### src/design/entity_ownership_table_unit_assert.svh
// Assertion macros shared by the entity ownership table RTL.
`ifndef ENTITY_OWNERSHIP_TABLE_UNIT_ASSERT_SVH
`define ENTITY_OWNERSHIP_TABLE_UNIT_ASSERT_SVH

// Same-cycle implication, disabled while reset is low.
`define EOT_ASSERT_IMPL(name, clk, rst_n, ante, cons, msg) \
    name: assert property (@(posedge clk) disable iff (!rst_n) (ante) |-> (cons)) \
        else $error(msg);

// Next-cycle implication, disabled while reset is low.
`define EOT_ASSERT_NEXT(name, clk, rst_n, ante, cons, msg) \
    name: assert property (@(posedge clk) disable iff (!rst_n) (ante) |=> (cons)) \
        else $error(msg);

`endif

### src/design/eot_pkg.sv
// Shared types and constants of the entity ownership table.
`timescale 1ns / 1ps
`default_nettype none

package eot_pkg;

    localparam int TABLE_ENTRIES = 64;
    localparam int IDX_W         = (TABLE_ENTRIES > 1) ? $clog2(TABLE_ENTRIES) : 1;
    localparam int CNT_W         = $clog2(TABLE_ENTRIES + 1);

    localparam int ID_W          = 64;
    localparam int CFG_W         = 16;
    localparam int OP_W          = 3;

    localparam int IN_DATA_W     = 2 * ID_W + CFG_W;
    localparam int OUT_DATA_W    = 24;

    // Command queue between front and back; depth must be a power of two
    localparam int QUEUE_DEPTH   = 2;
    localparam int QUEUE_AW      = (QUEUE_DEPTH > 1) ? $clog2(QUEUE_DEPTH) : 1;
    localparam int QUEUE_CW      = $clog2(QUEUE_DEPTH + 1);

    typedef enum logic [OP_W-1:0] {
        OP_ACQUIRE    = 3'd0,
        OP_RELEASE    = 3'd1,
        OP_LOCK       = 3'd2,
        OP_QUERY      = 3'd3,
        OP_GET_CONFIG = 3'd4,
        OP_SET_CONFIG = 3'd5,
        OP_OTHER      = 3'd6
    } t_op;

    typedef enum logic [2:0] {
        ST_OK            = 3'd0,
        ST_ACQ_ELSEWHERE = 3'd1,
        ST_LOCK_REFUSED  = 3'd2,
        ST_UNKNOWN       = 3'd3,
        ST_BAD_ARGS      = 3'd4,
        ST_NOT_IMPL      = 3'd5,
        ST_REL_REFUSED   = 3'd6
    } t_status;

    typedef struct packed {
        t_op               op;
        logic              needs_scan;
        logic [ID_W-1:0]   target_entity;
        logic [ID_W-1:0]   controller_entity;
        logic [CFG_W-1:0]  config_value;
    } t_cmd;

    // One table row as held in the entry RAM
    typedef struct packed {
        logic              locked;
        logic              acquired;
        logic [ID_W-1:0]   owner;
        logic [ID_W-1:0]   id;
    } t_row;

    // Packed so that status lands in the lowest bits of the output word
    typedef struct packed {
        logic [CFG_W-1:0]  configuration;
        logic              is_locked;
        logic              is_acquired;
        t_status           status;
    } t_result;

    typedef struct packed {
        logic              exec;
        logic [CNT_W-1:0]  count;
    } t_back_stat;

endpackage

`default_nettype wire

### src/design/eot_front.sv
// Front end: accept command words, classify them and queue them for the back end.
`timescale 1ns / 1ps
`default_nettype none

module eot_front import eot_pkg::*; (
    input  logic                  i_clk,
    input  logic                  i_rst_n,
    input  logic                  i_s_axis_tvalid,
    output logic                  o_s_axis_tready,
    input  logic [IN_DATA_W-1:0]  i_s_axis_tdata,
    input  logic [OP_W-1:0]       i_s_axis_tuser,
    output logic                  o_q_valid,
    output t_cmd                  o_q_cmd,
    input  logic                  i_q_ready
);

    t_cmd               cmd_in;
    logic               push;
    logic               pop;
    t_cmd               r_q [QUEUE_DEPTH];
    logic [QUEUE_AW-1:0] r_wptr;
    logic [QUEUE_AW-1:0] r_rptr;
    logic [QUEUE_CW-1:0] r_cnt;
    logic [QUEUE_CW-1:0] n_cnt;

    // Table commands need a scan; the configuration and unknown ones do not
    always_comb begin
        cmd_in.op                = t_op'(i_s_axis_tuser);
        cmd_in.needs_scan        = (i_s_axis_tuser <= OP_QUERY);
        cmd_in.target_entity     = i_s_axis_tdata[ID_W-1:0];
        cmd_in.controller_entity = i_s_axis_tdata[2*ID_W-1:ID_W];
        cmd_in.config_value      = i_s_axis_tdata[2*ID_W+CFG_W-1:2*ID_W];
    end

    assign o_s_axis_tready = (r_cnt != QUEUE_CW'(QUEUE_DEPTH));
    assign o_q_valid       = (r_cnt != '0);
    assign o_q_cmd         = r_q[r_rptr];
    assign push            = i_s_axis_tvalid && o_s_axis_tready;
    assign pop             = o_q_valid && i_q_ready;

    always_comb begin
        unique case ({push, pop})
            2'b10:   n_cnt = r_cnt + 1'b1;
            2'b01:   n_cnt = r_cnt - 1'b1;
            default: n_cnt = r_cnt;
        endcase
    end

    always_ff @(posedge i_clk) begin
        if (!i_rst_n) begin
            r_wptr <= '0;
            r_rptr <= '0;
            r_cnt  <= '0;
        end else begin
            if (push) begin
                r_wptr <= r_wptr + 1'b1;
            end
            if (pop) begin
                r_rptr <= r_rptr + 1'b1;
            end
            r_cnt <= n_cnt;
        end
    end

    always_ff @(posedge i_clk) begin
        if (push) begin
            r_q[r_wptr] <= cmd_in;
        end
    end

endmodule

`default_nettype wire

### config.mk
export PLATFORM = sky130hd
export DESIGN_NAME = eot_front
export DESIGN_NICKNAME = d
export VERILOG_FILES = /design/src/design/entity_ownership_table_unit_assert.svh /design/src/design/eot_pkg.sv /design/src/design/eot_front.sv
export SDC_FILE = /design/constraint.sdc
export NUM_CORES = 1
export LEC_CHECK = 0
export BUFFER_PORTS_ARGS = -buffer_cell sky130_fd_sc_hd__buf_4
export CAP_MARGIN = 10
export CORE_MARGIN = 5
export CORE_UTILIZATION = 35
export DETAILED_ROUTE_END_ITERATION = 7
export PLACE_DENSITY_LB_ADDON = 0.3
export SYNTH_ARGS = -nofsm -noshare
export SYNTH_HDL_FRONTEND = slang
export SYNTH_SLANG_ARGS = --single-unit
### constraint.sdc
create_clock -name i_clk -period 5.05 [get_ports i_clk]
set_clock_uncertainty 0.1 [all_clocks]
set_input_delay 1.01 -clock i_clk [delete_from_list [all_inputs] [get_ports i_clk]]
set_output_delay 1.01 -clock i_clk [all_outputs]
set_load 0.005 [all_outputs]
# Word level (Yosys, flattened, before mapping)
# Memories as Yosys holds them, arrays and structs flattened. A register that Yosys moved wholly into a read port is not among the register bits.
# Index checks and enable logic that the tools add are counted.
[totals] reg_bits=4 ram_bits=296 inputBits=151 mem_count=1
[memory_table] name="r_q" words=2 width=148 rd=1 rd_clocked_by_memory_dff=1 write_ports=1 line="eot_front.sv:20" text="t_cmd r_q [QUEUE_DEPTH];"
[op_classes] addsub=4 n_lt_le_gt_ge=1 n_eq_ne=3 mux=5 reduce_logical=4
[ops] cell="$mux W1" n=4
[ops] cell="$pmux W2 S2" n=1
[ops] cell="$reduce_bool A2 Y1" n=2
[ops] cell="$le A3 B2 Y1 const B" n=1
[ops] cell="$add A1 B1 Y1 const B" n=2
[ops] cell="$add A2 B1 Y2 const B" n=1
[ops] cell="$eq A2 B1 Y1 const B" n=1
[ops] cell="$eq A2 B2 Y1 const B" n=1
[ops] cell="$logic_and A1 B1 Y1" n=2
[ops] cell="$ne A2 B2 Y1 const B" n=1
[ops] cell="$sub A2 B1 Y2 const B" n=1

# Depth between registers and ports, before layout
[logic_depth] depth_word=4 depth_mapped=6 mapped_depth_nobuf=6

# Least setup slack after synthesis
# OpenSTA, ideal clock, no wires.
[synth_path] path_kind="input port to flip-flop" start="input port i_s_axis_tvalid" end="memory r_q[1][0] in the netlist's numbering, enable pin" t_arrival_ns=4.457 required_ns=4.424 path_slack_ns=-0.033 path_stages=1 n_path_buf=0 path_cell_list="and3_1"
[synth_between] elab_chain_cells=3
[synth_lines] element="from (decl)" line="eot_front.sv:8" text="input logic i_s_axis_tvalid,"
[synth_lines] element="$logic_and A1 B1 Y1" line="eot_front.sv:38" text="assign push = i_s_axis_tvalid && o_s_axis_tready;"
[synth_lines] element="$mux W1" line="eot_front.sv:66" text="if (push) begin"
[synth_lines] element="$mux W1 (not written as such)" line="eot_front.sv:67" text="r_q[r_wptr] <= cmd_in;"
[synth_lines] element="to (decl)" line="eot_front.sv:20"
# No other way between the ends.

==> results.md <==
- IO Port Bufs: 300
- Sequential cell area fraction in the yosys report: 82.4%
- Routed WL: 22700 um
- Commonest non-fill, non-tap cell in the layout: buf_4
- CP arrival: 2.52 ns
- Post-Synthesis Cells: 485
- Congestion Overflow GR: 0
- Worst Path Buf+Inv: 2
- PwrDens: 500 nW/um^2
- Root buffer cell: clkbuf_16
- Syn_area_per_cell: 22.5 sq um
- Share of cells above drive strength 1: 60.6%
- Reg area: 8990 sq um
- Placed instance area: 13600 sq um
- Comb pwr share: 24.8%
- Power Total: 7.31 mW
- Placer Congestion: 0.696
- Yosys warns: 0
- Layout area overhead: 34.1%
- DR WL/cell: 18.5 um
- Slew Viols, Final: 0
- Worst path slowest cell: dfxtp_4
- CTS tree: done
- Fmax: 0.275 GHz
- Die W: 187 um
- Fin Hold WS: 0.428 ns
- Post_cts resized: 0
- Worst-path cell chain: buf_12 > mux2_2 > buf_4
- Lkg Pwr: 5.37 nW
- Clock slew at reported path FFs: 0.06 ns
- Sw Share: 24.6%
- Reg2reg end: r_q[1][10]
- Critical path type: flip-flop to output port
- H-tree lvl count: 1
- Starting density of the core: 35.6%
- Nets: 959
- Post-CTS Setup Inserts: 0
- Setup Viol. Count Final: 0
- CTS Buffer Depth: 3
- Endpoints failing hold: 0
- Overall Global Routing Usage: 12.3%
- Worst setup SP type: flip-flop
- Hold Path Origin: r_cnt[1]
- Post-synth top area share: 81.5%
- CP Capture Type: output port
- Post-route cell area: 14600 sq um
- Slew margin rel.: 49.1%
- Die H: 187 um
- Tmin final: 3.63 ns
- RSZ-0062 raised after global routing: false
- Tightest Hold Check Type: flip-flop to flip-flop
- Leading area contributor after synthesis: edfxtp_1
- Worst R2R Path Depth: 3
- Initial antenna violation count: 0
- Seq cells post-synth: 301
- # clock sinks: 301
- First-pass GRT wire length: 34500 um
- Status: finished, final reports clean
- Register share of total power: 44.8%
- Setup TNS: 0 ns
- WHS Endpoint: r_cnt[1]
- Worst slew pin tran: 0.763 ns
- Vias in the first global route: 6177
- Clock share of power: 30.4%
- Max_cap viols: 0
- Hold Buf Count CTS: 0
- Core area: 30700 sq um
- Required time worst endpoint: 3.94 ns
- Post-Syn Nets: 637
- Final cell utilization of the core: 47.7%
- Delay of the slowest critical-path stage: 0.74 ns
- Reg-to-reg slack, setup: 2.73 ns
- Distinct cells, synth: 21
- Most frequent cells in the layout: buf_4 (302), edfxtp_1 (296), mux2_2 (148)
- Residual DRC count: 0
- Total Die Area: 34800 sq um
- Internal power: 5.52 mW
- Num CTS Buffers: 31
- Cell area after synthesis: 10900 sq um
- Vias per Instance: 4.55
- Filler Cell Count: 2680
- Vias after detailed routing: 5581
- Antenna Cells: 0
- # IOs: 301
- Detailed Routing Iterations Pass 1: 4
- Hold Path Stages: 2
- Switch Pwr: 1.80 mW
- Worst-Skew Late Latency: 0.54 ns
- Post-DP HPWL: 14800 um
- Row count: 64
- Worst Path Max Fanout: 104
- Delay-heaviest family, CP: flip-flops
- Area occupied by multi-input gates: 1800 sq um
- Worst vdd ir: 0.315 mV
- Top cells by area, synth: edfxtp_1 (82%), mux2_2 (15%), dfxtp_1 (0.92%)
- Post-route antenna net violation count: 0
- Pin count of the biggest net entering global routing: 105
- Final Cycle Share: 71.9%
- Worst r2r src: r_cnt[0]
- DR iter-0 viols: 191
==> metal layers <==
metal | wire (um) | vias up | share of wire, % | global-route usage (%)
met1 | 9040 | 2763 | 40 | 14.7
met4 | 320 | 0 | 1.4 | 2.61
li1 | - | 2571 | - | -
met3 | 2290 | 28 | 10 | 5.29
met2 | 11000 | 219 | 49 | 20.7
met5 | 0 | - | 0 | 0
==> worst register-to-register path: cells and delay by family, from the launching register on <==
kind	cells	cell delay [ns]
buffers and inverters	1	0.43
DFF	1	0.41
and+or+nand+nor	2	0.94
==> worst max path at each step <==
stage	cells past startpoint	end	slack, ns	from
after global routing	3	o_q_cmd[97]	1.30	flip-flop
after global placement	3	o_q_cmd[27]	1.95	flip-flop
after floorplan	2	r_q[0][0]	0.48	i_s_axis_tvalid
final	3	o_q_cmd[97]	1.42	flip-flop
after CTS	3	o_q_cmd[68]	1.37	flip-flop
after detailed placement	3	o_q_cmd[68]	1.97	flip-flop
==> per-stage QoR <==
stage,cells,worst slack (ns)
finish,1226,1.42
global route,1226,1.30
CTS,1226,1.37
detailed placement,1170,1.97
global placement,1170,1.95
floorplan,485,0.483
==> cell families after synthesis <==
| group | synth area share, % |
|---|---|
| AOI/OAI and AO/OA | 0.344 |
| adders and majority gates | 0.115 |
| and+or+nand+nor | 0.505 |
| DFF | 82.4 |
| muxes | 15.3 |
| xor gates and xnor gates | 0.241 |
| buffers and inverters | 1.08 |
==> cell type report <==
cell class | instances | area share [%]
multi-input combinational | 166 | 12.3
tap | 396 | 3.39
clock inverter | 19 | 1.33
inverter | 2 | 0.0856
timing repair buffer | 305 | 15.9
sequential | 301 | 61.5
clock buffer | 37 | 5.46
==> synthesized netlist by cell type (all sizes together) <==
cell type and n:
edfxtp 296, nor2b 2, xnor2 3, and2 1
nand2 1, mux2 148, and3 1, or2 1
ha 1, dfxtp 5, buf 16, nand3b 1
nand2b 1, o21ai 1, o21a 1, or3 1
a21boi 2, a21bo 1, inv 2
==> sequential cells by signal (all words and copies together) (netlist names), named ones only <==
name,count
r_wptr,1
r_q,296
r_rptr,1
r_cnt,2
==> power groups by stage <==
stage	Clock, mW	Sequential [mW]	Combinational, mW
2_1_floorplan	0	3.29	0.949
3_3_place_gp	0	3.32	1.86
3_5_place_dp	0	3.34	1.86
4_1_cts	2.29	3.29	1.87
5_1_grt	2.41	3.31	1.95
6_report	2.22	3.28	1.81
(Power assumes the default switching activity.)
